**config.mk**
```make
export PLATFORM = sky130hd
export DESIGN_NAME = flat_json_object_tokenizer
export DESIGN_NICKNAME = d
export VERILOG_FILES = /design/src/design/fjt_pkg.sv /design/src/design/fjt_front.sv /design/src/design/fjt_back.sv /design/src/design/flat_json_object_tokenizer.sv
export VERILOG_INCLUDE_DIRS = /design/src /design/src/design
export SDC_FILE = /design/constraint.sdc
export NUM_CORES = 1
export LEC_CHECK = 0
export BUFFER_PORTS_ARGS = -buffer_cell sky130_fd_sc_hd__clkbuf_2
export CAP_MARGIN = 20
export CORE_MARGIN = 4
export CORE_UTILIZATION = 35
export CTS_CLUSTER_DIAMETER = 100
export CTS_CLUSTER_SIZE = 20
export DETAILED_ROUTE_END_ITERATION = 12
export PLACE_DENSITY = 0.47
export SYNTH_ARGS = -nofsm -noshare
export SYNTH_HDL_FRONTEND = slang
export SYNTH_SLANG_ARGS = --single-unit
```
**constraint.sdc**
```tcl
create_clock -name clk -period 12.7 [get_ports clk]
set_clock_uncertainty 0.1 [all_clocks]
set_input_delay 0.635 -clock clk [delete_from_list [all_inputs] [get_ports clk]]
set_output_delay 0.635 -clock clk [all_outputs]
set_load 0.05 [all_outputs]
```
**src/design/flat_json_object_tokenizer_defines.svh**
```systemverilog
// Assertion macros for the flat JSON object tokenizer.
`ifndef FLAT_JSON_OBJECT_TOKENIZER_DEFINES_SVH
`define FLAT_JSON_OBJECT_TOKENIZER_DEFINES_SVH
`ifndef ASSERT_OFF
`define FJT_ASSERT(label, clk, rst_n, prop) \
  label: assert property (@(posedge clk) disable iff (!rst_n) prop) else $error("%m failed");
`define FJT_ASSERT_NR(label, clk, prop) \
  label: assert property (@(posedge clk) prop) else $error("%m failed");
`else
`define FJT_ASSERT(label, clk, rst_n, prop)
`define FJT_ASSERT_NR(label, clk, prop)
`endif
`endif

```
**src/design/fjt_pkg.sv**
```systemverilog
// ----------------------------------------------------------------------------
// fjt_pkg
// Types and codes shared by the flat JSON object tokenizer modules.
// ----------------------------------------------------------------------------
`default_nettype none
package fjt_pkg;
  typedef struct packed {
    logic [7:0] data_byte;
    logic       end_of_buffer;
  } fjt_in_t;

  typedef struct packed {
    logic        result_kind;
    logic [3:0]  pair_index;
    logic [11:0] key_offset;
    logic [11:0] key_length;
    logic [11:0] value_offset;
    logic [12:0] value_length;
    logic [2:0]  value_type;
    logic [1:0]  status;
    logic        last_of_run;
  } fjt_out_t;

  // One byte's worth of results: up to two items.
  typedef struct packed {
    logic     two;
    fjt_out_t first;
    fjt_out_t second;
  } fjt_run_t;

  localparam logic       KIND_PAIR   = 1'b0;
  localparam logic       KIND_STATUS = 1'b1;
  localparam logic [1:0] ST_OK       = 2'd0;
  localparam logic [1:0] ST_SYNTAX   = 2'd1;
  localparam logic [1:0] ST_PAIRS    = 2'd2;
  localparam logic [1:0] ST_LIMIT    = 2'd3;
  localparam logic [2:0] VT_STRING   = 3'd0;
  localparam logic [2:0] VT_OBJECT   = 3'd1;
  localparam logic [2:0] VT_BOOL     = 3'd2;
  localparam logic [2:0] VT_NULL     = 3'd3;
  localparam logic [2:0] VT_NUMBER   = 3'd4;

  function automatic logic is_ws(input logic [7:0] b);
    return (b == 8'h20) || (b == 8'h09) || (b == 8'h0A) || (b == 8'h0D);
  endfunction

  function automatic logic is_digit(input logic [7:0] b);
    return (b >= 8'h30) && (b <= 8'h39);
  endfunction

  // Expected literal character: sel 0 true, 1 false, 2 null.
  function automatic logic [7:0] lit_char(input logic [1:0] sel, input logic [2:0] k);
    logic [7:0] c;
    c = 8'h00;
    case (sel)
      2'd0: case (k)
        3'd1: c = "r"; 3'd2: c = "u"; 3'd3: c = "e"; default: c = 8'h00;
      endcase
      2'd1: case (k)
        3'd1: c = "a"; 3'd2: c = "l"; 3'd3: c = "s"; 3'd4: c = "e"; default: c = 8'h00;
      endcase
      2'd2: case (k)
        3'd1: c = "u"; 3'd2: c = "l"; 3'd3: c = "l"; default: c = 8'h00;
      endcase
      default: c = 8'h00;
    endcase
    return c;
  endfunction
endpackage
`default_nettype wire

```
**src/design/fjt_front.sv**
```systemverilog
// ----------------------------------------------------------------------------
// fjt_front
// Per-byte parser: classifies each byte and produces its run of results.
// ----------------------------------------------------------------------------
`default_nettype none
`include "flat_json_object_tokenizer_defines.svh"
module fjt_front import fjt_pkg::*; #(
  parameter int MAX_PAIRS        = 16,
  parameter int MAX_BUFFER_BYTES = 4096,
  parameter int MAX_NEST_DEPTH   = 15
) (
  input  wire logic     clk,
  input  wire logic     rst_n,
  input  wire logic     in_valid,
  output logic          in_stall,
  input  wire fjt_in_t  in_data,
  input  wire logic     q_full,
  output logic          q_push,
  output fjt_run_t      q_run
);
  localparam int PW = $clog2(MAX_BUFFER_BYTES + 1);
  localparam int CW = $clog2(MAX_PAIRS + 1);
  localparam int DW = $clog2(MAX_NEST_DEPTH + 1);

  typedef enum logic [3:0] {
    PH_OPEN, PH_FIRST, PH_KEYSTART, PH_KEY, PH_COLON, PH_VALUE, PH_VSTR,
    PH_VOBJ, PH_VOBJSTR, PH_LIT, PH_SIGN, PH_NUM, PH_AFTER
  } phase_t;

  phase_t      phase_r, phase_nxt;
  logic [PW-1:0] pos_r, pos_nxt;
  logic [CW-1:0] cnt_r, cnt_nxt;
  logic [11:0] kst_r, kst_nxt, ksz_r, ksz_nxt, vst_r, vst_nxt;
  logic [2:0]  typ_r, typ_nxt, lp_r, lp_nxt;
  logic [DW-1:0] dep_r, dep_nxt;
  logic        esc_r, esc_nxt, fin_r, fin_nxt;
  logic [1:0]  sel_r, sel_nxt;

  logic [7:0]  b;
  logic [11:0] pos12;
  logic        pair_en, stat_en;
  logic [12:0] pair_len;
  logic [1:0]  stat;
  fjt_out_t    pr, sr;
  logic        acc;
  logic        q_has;

  assign in_stall = q_full;
  assign acc      = in_valid && !q_full;
  assign b        = in_data.data_byte;
  assign pos12    = pos_r[11:0];

  always_comb begin
    phase_nxt = phase_r; pos_nxt = pos_r; cnt_nxt = cnt_r; kst_nxt = kst_r;
    ksz_nxt = ksz_r; vst_nxt = vst_r; typ_nxt = typ_r; lp_nxt = lp_r;
    dep_nxt = dep_r; esc_nxt = esc_r; fin_nxt = fin_r; sel_nxt = sel_r;
    pair_en = 1'b0; stat_en = 1'b0; pair_len = '0; stat = ST_OK;
    if (!fin_r) begin
      if (pos_r >= PW'(MAX_BUFFER_BYTES)) begin
        stat_en = 1'b1; stat = ST_LIMIT;
      end else begin
        pos_nxt = pos_r + 1'b1;
        case (phase_r)
          PH_OPEN: begin
            if (b == "{") phase_nxt = PH_FIRST;
            else if (!is_ws(b)) begin stat_en = 1'b1; stat = ST_SYNTAX; end
          end
          PH_FIRST, PH_KEYSTART: begin
            if (phase_r == PH_FIRST && b == "}") begin
              stat_en = 1'b1; stat = ST_OK;
            end else if (b == 8'h22) begin
              kst_nxt = pos12 + 12'd1; esc_nxt = 1'b0; phase_nxt = PH_KEY;
            end else if (!is_ws(b)) begin stat_en = 1'b1; stat = ST_SYNTAX; end
          end
          PH_KEY: begin
            if (esc_r) esc_nxt = 1'b0;
            else if (b == 8'h5C) esc_nxt = 1'b1;
            else if (b == 8'h22) begin
              ksz_nxt = pos12 - kst_r; phase_nxt = PH_COLON;
            end
          end
          PH_COLON: begin
            if (b == ":") phase_nxt = PH_VALUE;
            else if (!is_ws(b)) begin stat_en = 1'b1; stat = ST_SYNTAX; end
          end
          PH_VALUE: begin
            if (!is_ws(b)) begin
              vst_nxt = pos12; esc_nxt = 1'b0;
              if (b == 8'h22) begin
                vst_nxt = pos12 + 12'd1; typ_nxt = VT_STRING; phase_nxt = PH_VSTR;
              end else if (b == "{") begin
                typ_nxt = VT_OBJECT; dep_nxt = DW'(1); phase_nxt = PH_VOBJ;
              end else if (b == "t" || b == "f" || b == "n") begin
                sel_nxt = (b == "t") ? 2'd0 : (b == "f") ? 2'd1 : 2'd2;
                typ_nxt = (b == "n") ? VT_NULL : VT_BOOL;
                lp_nxt = 3'd1; phase_nxt = PH_LIT;
              end else begin
                typ_nxt = VT_NUMBER;
                if (b == "-" || b == "+") phase_nxt = PH_SIGN;
                else if (is_digit(b)) phase_nxt = PH_NUM;
                else begin stat_en = 1'b1; stat = ST_SYNTAX; end
              end
            end
          end
          PH_VSTR: begin
            if (esc_r) esc_nxt = 1'b0;
            else if (b == 8'h5C) esc_nxt = 1'b1;
            else if (b == 8'h22) begin
              pair_en = 1'b1; pair_len = {1'b0, pos12 - vst_r};
            end
          end
          PH_VOBJ: begin
            if (b == 8'h22) begin
              esc_nxt = 1'b0; phase_nxt = PH_VOBJSTR;
            end else if (b == "{") begin
              if (dep_r >= DW'(MAX_NEST_DEPTH)) begin stat_en = 1'b1; stat = ST_LIMIT; end
              else dep_nxt = dep_r + 1'b1;
            end else if (b == "}") begin
              dep_nxt = dep_r - 1'b1;
              if (dep_r == DW'(1)) begin
                pair_en = 1'b1;
                pair_len = {1'b0, pos12} + 13'd1 - {1'b0, vst_r};
              end
            end
          end
          PH_VOBJSTR: begin
            if (esc_r) esc_nxt = 1'b0;
            else if (b == 8'h5C) esc_nxt = 1'b1;
            else if (b == 8'h22) phase_nxt = PH_VOBJ;
          end
          PH_LIT: begin
            if (b != lit_char(sel_r, lp_r)) begin
              stat_en = 1'b1; stat = ST_SYNTAX;
            end else begin
              lp_nxt = lp_r + 3'd1;
              if ((sel_r == 2'd1 && lp_r == 3'd4) || (sel_r != 2'd1 && lp_r == 3'd3)) begin
                pair_en = 1'b1; pair_len = (sel_r == 2'd1) ? 13'd5 : 13'd4;
              end
            end
          end
          PH_SIGN: begin
            if (is_digit(b)) phase_nxt = PH_NUM;
            else begin stat_en = 1'b1; stat = ST_SYNTAX; end
          end
          PH_NUM, PH_AFTER: begin
            if (phase_r == PH_NUM && !is_digit(b)) begin
              pair_en = 1'b1; pair_len = {1'b0, pos12 - vst_r};
            end
            if (phase_r == PH_AFTER || !is_digit(b)) begin
              phase_nxt = PH_AFTER;
              if (b == ",") begin
                if (pair_en ? (cnt_r + 1'b1 >= CW'(MAX_PAIRS)) : (cnt_r >= CW'(MAX_PAIRS))) begin
                  stat_en = 1'b1; stat = ST_PAIRS;
                end else phase_nxt = PH_KEYSTART;
              end else if (b == "}") begin
                stat_en = 1'b1; stat = ST_OK;
              end else if (!is_ws(b)) begin
                stat_en = 1'b1; stat = ST_SYNTAX;
              end
            end
          end
          default: begin stat_en = 1'b1; stat = ST_SYNTAX; end
        endcase
        if (pair_en) begin
          if (phase_r != PH_NUM) phase_nxt = PH_AFTER;
          cnt_nxt = cnt_r + 1'b1;
        end
      end
      if (!stat_en && in_data.end_of_buffer) begin
        stat_en = 1'b1; stat = ST_SYNTAX;
      end
      if (stat_en) fin_nxt = 1'b1;
    end
  end

  always_comb begin
    pr = '0;
    pr.result_kind  = KIND_PAIR;
    pr.pair_index   = 4'(cnt_r);
    pr.key_offset   = kst_r;
    pr.key_length   = ksz_r;
    pr.value_offset = vst_r;
    pr.value_length = pair_len;
    pr.value_type   = typ_r;
    pr.last_of_run  = !stat_en;
    sr = '0;
    sr.result_kind  = KIND_STATUS;
    sr.status       = stat;
    sr.last_of_run  = 1'b1;
    q_run.two    = pair_en && stat_en;
    q_run.first  = pair_en ? pr : sr;
    q_run.second = sr;
  end

  assign q_has  = pair_en || stat_en;
  assign q_push = acc && q_has;

  always_ff @(posedge clk) begin
    if (!rst_n || (acc && in_data.end_of_buffer)) begin
      phase_r <= PH_OPEN; pos_r <= '0; cnt_r <= '0; kst_r <= '0; ksz_r <= '0;
      vst_r <= '0; typ_r <= '0; lp_r <= '0; dep_r <= '0; esc_r <= 1'b0;
      fin_r <= 1'b0; sel_r <= '0;
    end else if (acc) begin
      phase_r <= phase_nxt; pos_r <= pos_nxt; cnt_r <= cnt_nxt; kst_r <= kst_nxt;
      ksz_r <= ksz_nxt; vst_r <= vst_nxt; typ_r <= typ_nxt; lp_r <= lp_nxt;
      dep_r <= dep_nxt; esc_r <= esc_nxt; fin_r <= fin_nxt; sel_r <= sel_nxt;
    end
  end

  `FJT_ASSERT(a_depth_bound, clk, rst_n, dep_r <= DW'(MAX_NEST_DEPTH))
  `FJT_ASSERT(a_pos_bound, clk, rst_n, pos_r <= PW'(MAX_BUFFER_BYTES))
  `FJT_ASSERT(a_fin_quiet, clk, rst_n, (fin_r && !in_data.end_of_buffer) |-> !q_has)
endmodule
`default_nettype wire

```
**src/design/fjt_back.sv**
```systemverilog
// ----------------------------------------------------------------------------
// fjt_back
// Result queue and output sequencer; splits a two-item run over two transfers.
// ----------------------------------------------------------------------------
`default_nettype none
`include "flat_json_object_tokenizer_defines.svh"
module fjt_back import fjt_pkg::*; (
  input  wire logic     clk,
  input  wire logic     rst_n,
  input  wire logic     q_push,
  input  wire fjt_run_t q_run,
  output logic          q_full,
  output logic          out_valid,
  input  wire logic     out_stall,
  output fjt_out_t      out_data
);
  fjt_run_t    mem [4];
  logic [1:0]  wp_r, rp_r;
  logic [2:0]  cnt_r;
  logic        half_r;
  logic        pop, take;
  fjt_run_t    head;

  assign head      = mem[rp_r];
  assign out_valid = cnt_r != 3'd0;
  assign out_data  = half_r ? head.second : head.first;
  assign take      = out_valid && !out_stall;
  assign pop       = take && (half_r || !head.two);
  assign q_full    = cnt_r == 3'd4;

  always_ff @(posedge clk) begin
    if (q_push) mem[wp_r] <= q_run;
  end

  always_ff @(posedge clk) begin
    if (!rst_n) begin
      wp_r <= '0; rp_r <= '0; cnt_r <= '0; half_r <= 1'b0;
    end else begin
      if (q_push) wp_r <= wp_r + 2'd1;
      if (pop) rp_r <= rp_r + 2'd1;
      cnt_r <= cnt_r + {2'b0, q_push} - {2'b0, pop};
      if (pop) half_r <= 1'b0;
      else if (take) half_r <= 1'b1;
    end
  end

  `FJT_ASSERT(a_no_overflow, clk, rst_n, q_full |-> !q_push)
  `FJT_ASSERT(a_half_two, clk, rst_n, half_r |-> (head.two && out_valid))
  `FJT_ASSERT(a_count_bound, clk, rst_n, cnt_r <= 3'd4)
endmodule
`default_nettype wire

```
**src/design/flat_json_object_tokenizer.sv**
```systemverilog
// Any results of a byte are queued as it is accepted. Throughput: one byte per
// cycle unless the queue is full; a byte with two results (a pair plus a
// status) takes two output transfers, absorbed by a four-entry queue.
// Reset: synchronous active-low rst_n clears parser state and empties the queue.
// The parser also rearms itself after every end_of_buffer byte.
// ----------------------------------------------------------------------------
// flat_json_object_tokenizer
// Streaming tokenizer for one flat JSON object, reporting key/value pairs.
// ----------------------------------------------------------------------------
`default_nettype none
module flat_json_object_tokenizer import fjt_pkg::*; #(
  parameter int MAX_PAIRS        = 16,
  parameter int MAX_BUFFER_BYTES = 4096,
  parameter int MAX_NEST_DEPTH   = 15
) (
  input  wire logic    clk,
  input  wire logic    rst_n,
  input  wire logic    in_valid,
  output logic         in_stall,
  input  wire fjt_in_t in_data,
  output logic         out_valid,
  input  wire logic    out_stall,
  output fjt_out_t     out_data
);
  // Front parses a byte per transfer; back queues runs of results.
  logic     q_full, q_push;
  fjt_run_t q_run;

  fjt_front #(
    .MAX_PAIRS(MAX_PAIRS), .MAX_BUFFER_BYTES(MAX_BUFFER_BYTES),
    .MAX_NEST_DEPTH(MAX_NEST_DEPTH)
  ) u_front (
    .clk, .rst_n, .in_valid, .in_stall, .in_data,
    .q_full, .q_push, .q_run
  );

  fjt_back u_back (
    .clk, .rst_n, .q_push, .q_run, .q_full, .out_valid, .out_stall, .out_data
  );
endmodule
`default_nettype wire
```
Word level (Yosys, flattened, before mapping)
Memories as Yosys holds them, arrays and structs flattened. A register that Yosys moved wholly into a read port is not among the register bits.
Index checks and enable logic that the tools add are counted.

storage, ports and cells
  register bits after elaboration = 80
  memory bits (writable) = 252
  bits of input ports = 13
  output and inout port bits = 62
  word-level logic and storage cells = 290
  memories = 1

memory list
  name        words  width  rd ports  clocked after memory_dff  write ports  RTL line        text
  u_back.mem  4      63     1         1                         1            fjt_back.sv:17  fjt_run_t mem [4];

operators by class
  add/subtract/negate cells = 14
  order comparisons = 6
  equality and inequality tests = 48
  mux-type cells = 146
  bitwise operators = 9
  reductions and logical operators = 50

operator list
  kind                                                              count
  13-bit two-way mux                                                10
  60-bit two-way mux                                                2
  4-bit two-way mux                                                 29
  1-bit two-way mux                                                 58
  13-bit one-hot mux with 4 select lines                            1
  8-bit by 6-bit == test with 1-bit output (second input constant)  6
  8-bit by 7-bit == test with 1-bit output (second input constant)  6
  2-bit two-way mux                                                 21
  12-bit two-way mux                                                3
  4-bit one-hot mux with 9 select lines                             1
  7-bit one-hot mux with 4 select lines                             1
  8-bit by 4-bit == test with 1-bit output (second input constant)  3
  3-bit two-way mux                                                 8
  8-bit two-way mux                                                 3
  8-bit one-hot mux with 3 select lines                             1
  12-bit subtractor                                                 2
  7-bit one-hot mux with 3 select lines                             1
  4-bit == test (second input constant)                             5
  2-bit one-hot mux with 9 select lines                             1
  4-bit by 3-bit == test with 1-bit output (second input constant)  4
  7-bit one-hot mux with 2 select lines                             1
  12-bit by 1-bit adder with 13-bit output (second input constant)  1
  13-bit by 1-bit adder with 13-bit output (second input constant)  1
  13-bit >= comparator (second input constant)                      1
  49 further kinds                                                  103

Longest topological paths before layout
  depth in word-level cells = 24
  gate-level depth with buffers = 16
  gate-level depth less buffers = 15

Cells and area by module
Synthesis repeated with hierarchy kept, for this count alone.

second synthesis, totals
  cell total of the unflattened synthesis = 1864
  area total of the unflattened synthesis = 26026.2 um2

by module, submodules not included
  module     instances  cells an instance  area an instance (um2)  seq. area each (um2)
  fjt_back   1          884                18654.1                 14734.1
  fjt_front  1          980                7372.1                  1441.4

Worst setup path before layout
Ideal clock, no wire load.

  path kind = input to register
  start point = input port in_data[5] (netlist bit)
  end point = memory u_back.mem[0][0] (netlist bit), enable pin
  setup time = 0.428 ns
  arrival time = 3.767 ns
  data required time = 12.172 ns
  setup slack = 8.405 ns
  stages = 8
  path buffers = 1
  cell sequence = buf_2 and4bb_2 a211oi_1 mux2i_1 o31ai_1 or2_2 o41a_1 and2_1

between the ends
  cells in the longest elaborated chain, start to end = 24
  elaborated cells between the ends (all ways) = 76
  those cells by class = order compare (2); eq/ne (16); mux (43); reduce/logical (15)

ends and longest elaborated chain
  what                                                                                                                         RTL line                            text
  start, declared                                                                                                              flat_json_object_tokenizer.sv:20    input wire fjt_in_t in_data,
  8-bit by 6-bit >= comparator with 1-bit output or 8-bit by 6-bit less-or-equal comparator with 1-bit output (tied branches)  fjt_pkg.sv:48                       return (b >= 8'h30) && (b <= 8'h39);
  1-bit logical AND                                                                                                            fjt_pkg.sv:48
  1-bit zero test                                                                                                              fjt_front.sv:146, fjt_front.sv:149
  1-bit logical AND                                                                                                            fjt_front.sv:146                    if (phase_r == PH_NUM && !is_digit(b)) begin
  1-bit two-way mux                                                                                                            fjt_front.sv:146
  1-bit two-way mux                                                                                                            fjt_front.sv:63                     case (phase_r)
  1-bit two-way mux                                                                                                            fjt_front.sv:59                     if (pos_r >= PW'(MAX_BUFFER_BYTES)) begin
  1-bit two-way mux                                                                                                            fjt_front.sv:58                     if (!fin_r) begin
  [... 7 more ...]                                                                                                             n/a
  1-bit zero test                                                                                                              fjt_front.sv:169                    if (!stat_en && in_data.end_of_buffer) begin
  1-bit logical AND                                                                                                            fjt_front.sv:169
  1-bit two-way mux                                                                                                            fjt_front.sv:169
  1-bit two-way mux (2 in a row)                                                                                               fjt_front.sv:58
  1-bit logical OR *                                                                                                           fjt_front.sv:195                    assign q_has = pair_en || stat_en;
  1-bit logical AND *                                                                                                          fjt_front.sv:196                    assign q_push = acc && q_has;
  1-bit two-way mux *                                                                                                          fjt_back.sv:32                      if (q_push) mem[wp_r] <= q_run;
  1-bit two-way mux (implied by the code) *                                                                                    fjt_back.sv:32
  end, declared                                                                                                                fjt_back.sv:17

Every way passes the cells marked *; elsewhere a longest branch is shown, timed or not. The select of a mux whose other input is x is not followed.

Worst setup path after layout
  start point = register u_front.phase_r[0]
  end point = register u_back.cnt_r[2]

between the ends
  cells in the longest elaborated chain, start to end = 22
  elaborated cells between the ends (all ways) = 45
  those cells by class = add/sub (2); eq/ne (12); mux (20); reduce/logical (11)

ends and longest elaborated chain
  what                                           RTL line                           text
  start, declared                                fjt_front.sv:30                    phase_t phase_r, phase_nxt;
  start signal, assigned                         fjt_front.sv:204                   phase_r <= phase_nxt; pos_r <= pos_nxt; cnt_r <= cnt_nxt; kst_r <= kst_nxt;
  4-bit == test                                  fjt_front.sv:63, fjt_front.sv:146
  1-bit logical AND                              fjt_front.sv:146
  1-bit two-way mux                              fjt_front.sv:146
  1-bit two-way mux                              fjt_front.sv:63
  1-bit two-way mux                              fjt_front.sv:59
  1-bit two-way mux                              fjt_front.sv:58
  1-bit two-way mux (2 in a row)                 fjt_front.sv:152                   if (pair_en ? (cnt_r + 1'b1 >= CW'(MAX_PAIRS)) : (cnt_r >= CW'(MAX_PAIRS))) begin
  1-bit two-way mux                              fjt_front.sv:151                   if (b == ",") begin
  [... 4 more ...]                               n/a
  1-bit zero test                                fjt_front.sv:169
  1-bit logical AND                              fjt_front.sv:169
  1-bit two-way mux                              fjt_front.sv:169
  1-bit two-way mux (2 in a row)                 fjt_front.sv:58
  1-bit logical OR *                             fjt_front.sv:195
  1-bit logical AND *                            fjt_front.sv:196
  3-bit by 1-bit adder with 3-bit output *       fjt_back.sv:41                     cnt_r <= cnt_r + {2'b0, q_push} - {2'b0, pop};
  3-bit by 1-bit subtractor with 3-bit output *  fjt_back.sv:41
  end signal, assigned                           fjt_back.sv:41
  end, declared                                  fjt_back.sv:19                     logic [2:0] cnt_r;

Marked as above.
A chain may end at the register's enable or synchronous reset.

==> summary.md <==
| Metric | Value |
|---|---|
| Initial antenna violation count | 1 |
| Crit path time final | 4657 ps |
| Final ANT Viol Nets | 0 |
| Upper clock frequency limit | 214.7 MHz |
| GP Congestion | 0.8696 |
| Routed length per placed instance | 20.41 µm |
| Crit path capture type | flop |
| Worst Reg-to-Reg Cells | 13 |
| CTS Sinks | 334 |
| Net Sw Power | 1027 µW |
| Peak VDD IR | 0.09698 mV |
| Setup violators final | 0 |
| Post-CTS setup buffers | 0 |
| Ys flop type | edfxtp_1 |
| Horiz. Die Dim | 225.2 µm |
| Internal power | between 1500 and 2000 µW |
| Starting Density | 35.48% |
| Register area share after synthesis | 55.76% |
| FF-to-FF setup slack | 8040 ps |
| Critical path's slowest cell | dfxtp_1 |
| CTS HTree Levels | 1 |
| M2 GR Usage | 26.82% |
| I/O pin total | 75 |
| Combinational Power Share | 30.9% |
| Clock power share | 23.6% |
| Buf/Inv on CP | 2 |
| Min-Delay Path Class | input port to flop |
| Max FO, Critical Path | 26 |
| Cell Rows | 79 |
| DRC | 0 |
| Pin count of the biggest net entering global routing | between 60 and 70 |
| Nets@finish | 1457 |
| CTS tree | done |
| DIE HEIGHT | between 200 and 250 µm |
| Cts bufs inserted | 21 |
| Levels on crit path | 13 |
| Core box area | approximately 47000 µm² |
| Share of synthesized registers carrying an async set or reset | 0% |
| Max cap viols | 0 |
| Commonest non-fill, non-tap cell in the layout | edfxtp_1 |
| Final hold vios | 0 |
| Flops & latches, synth | 334 |
| Drt first pass iters | 5 |
| Busiest grt layer | met2 |
| Die area | 50730 µm² |
| Final wirelength | about 41000 µm |
| Grt met1 use | 22.08% |
| Total Routing Usage GR | about 16% |
| Clk Latency, worst-skew pair | between 500 and 600 ps |
| Status | completed |
| Switching Fraction | between 30% and 40% |
| Clk slew on worst S/H paths | 90 ps |
| Count of different cell masters after synthesis | 73 |
| Antenna Diode Count | 0 |
| Mapped Area | 16520 µm² |
| Via Count | 10418 |
| Syn. warnings | 0 |
| Syn Area/Cell | around 12 µm² |
| Post-detail-place hpwl | 27760 µm |
| Post-DR vias/cell | 5.209 |
| WP data required | 13060 ps |
| Commonest non-fill, non-tap cells in the layout | edfxtp_1 (252), nor2_1 (126), and2_1 (89), dfxtp_1 (80), nand2_1 (76) |
| Initial drt markers | ~860 |
| Sequential power share | between 40% and 50% |
| Kind of critical path | flop to flop |
| Root buf cell | clkbuf_16 |
| Worst-path cell chain | nand4b_1, a211oi_1, mux2i_1, o31ai_1, or2_2, o41a_1, inv_1, ha_1, inv_1, ha_1, fa_1, xnor2_1, and2_1 |
| Hold_ws | 314.2 ps |
| Tcrit/Tclk final | 36.67% |
| Arrival @ worst endpoint | 5010 ps |
| Share of cells above drive strength 1 | 15.43% |
| Setup TNS | 0 ps |
| Slew Limit Fails | 0 |
| Critical Path Max Stage Delay | about 920 ps |
| Leak | 0.005951 µW |
| Cts hold-fix bufs | 0 |
| Grt ovf | 0 |
| Hold path depth | 4 |
| Post-synth EDFFs | roughly 250 |
| Syn Nets | 1412 |
| Cell count after synthesis | 1333 |
| Slew @ Worst Pin | around 1100 ps |
| Pwr/cell area | 159.3 nW/µm² |
| Vias in the first global route | 10593 |
| Area Overhead vs Synth | 9.871% |
| Grt met3 use | 1.732% |
| Post-layout util | 38.98% |
| Worst path top cell family by delay | compound AO/OA/AOI/OAI gates |
| Rel. slew slack | 29.50% |
| RSZ-0062 raised after global routing | no |
| Startpoint Class | flop |
| IO buf count | 74 |
| Cts repair resizes | 0 |
| Longest Clk Path Bufs | 3 |
| First-pass GRT wire length | roughly 63000 µm |
layout make-up:
class,instances,area [µm²]
multi-input cells,861,6800
flip-flops and latches,334,9216
inverters,71,266.5
well taps,607,759.5
clock inverters,4,46.29
clock buffers,34,574.3
repair buffers,89,483.0
fillers,4497,28410
worst paths after layout:
path,start,endpoint
worst max register to register,u_front.phase_r[0],u_back.cnt_r[2]
worst min-delay path,out_stall,u_back.half_r
worst max-delay path,u_front.phase_r[0],u_back.cnt_r[2]
worst min register to register,u_front.ksz_r[7],u_front.ksz_r[7]
power groups by stage:
stage | Sequential, µW | Combinational, µW | Clock, µW
2_1_floorplan | 1310 | 717 | 0
3_3_place_gp | 1340 | 919 | 0
3_5_place_dp | 1340 | 918 | 0
4_1_cts | 1320 | 920 | 718
5_1_grt | 1330 | 956 | 753
6_report | 1310 | 895 | 683
cells by family (layout without fill, tap and decap cells):
kind of cell	Yosys count	after routing	share of synthesized area, %
xor gates and xnor gates	68	68	3.606
and+or+nand+nor	453	453	14.42
buffers and inverters	138	198	3.212
adders and majority gates	66	66	5.545
muxes	76	76	9.409
AOI/OAI and AO/OA	198	198	8.053
DFF	334	334	55.76
cells in the mapped netlist (all sizes together) (4+ instances only):
| master | number | share of area, % |
|---|---|---|
| a211oi | 30 | 1.4 |
| a21oi | 56 | 1.7 |
| a22oi | 9 | 0.41 |
| a31oi | 9 | 0.34 |
| a32oi | 7 | 0.42 |
| and2 | 93 | 3.5 |
| and3 | 10 | 0.38 |
| and4 | 4 | 0.21 |
| buf | 16 | 0.44 |
| clkbuf | 51 | 1.2 |
| dfxtp | 82 | 9.9 |
| edfxtp | 252 | 46 |
| fa | 12 | 1.5 |
| ha | 54 | 4.1 |
| inv | 71 | 1.6 |
| mux2 | 4 | 0.27 |
| mux2i | 9 | 0.55 |
| mux4 | 63 | 8.6 |
| nand2 | 77 | 1.8 |
| nand2b | 15 | 0.57 |
| nand3 | 24 | 0.73 |
| nand3b | 4 | 0.18 |
| nand4 | 6 | 0.27 |
| nand4b | 5 | 0.27 |
| nor2 | 126 | 2.9 |
| nor2b | 17 | 0.64 |
| nor3 | 20 | 0.61 |
| nor3b | 8 | 0.36 |
| nor4 | 5 | 0.19 |
| nor4b | 4 | 0.29 |
| o2111ai | 4 | 0.21 |
| o211ai | 5 | 0.23 |
| o21a | 6 | 0.27 |
| o21ai | 30 | 0.91 |
| o31ai | 8 | 0.36 |
| or2 | 11 | 0.42 |
| or3 | 8 | 0.30 |
| or4 | 7 | 0.32 |
| xnor2 | 51 | 2.7 |
| xor2 | 17 | 0.90 |
layer usage:
metal | part of all wire, % | vias to the layer above
li1 | - | 4974
met1 | 45 | 5249
met2 | 49 | 157
met3 | 3.4 | 38
met4 | 2.4 | 0
met5 | 0 | -
state kept, by name, indices dropped and copies added (netlist names), named ones only:
name	cells
u_back.mem	252
u_front.esc_r	1
u_back.rp_r	2
u_front.lp_r	3
u_front.sel_r	2
u_front.dep_r	4
u_front.fin_r	1
u_front.cnt_r	5
u_front.vst_r	12
u_front.pos_r	13
u_front.kst_r	12
u_front.phase_r	4
u_back.wp_r	2
u_back.half_r	1
u_back.cnt_r	3
u_front.typ_r	3
u_front.ksz_r	12
worst min-delay path: cells and delay by family:
kind,cells,cell delay [ps]
buffers and inverters,1,110
AND/OR/NAND/NOR,2,100
AO/OA/AOI/OAI,1,60
through the flow:
stage | power [µW] | setup WS (ps) | instances | area, µm²
after global placement | 2259 | 8017 | 1962 | 17530
final | 2891 | 8043 | 2000 | 18150
after global routing | 3037 | 7639 | 2000 | 18150
after CTS | 2956 | 8115 | 2000 | 18150
after detailed placement | 2261 | 7839 | 1962 | 17530
after floorplan | 2025 | 8405 | 1333 | 16520
Note: power is estimated with default switching activity, not from simulation.
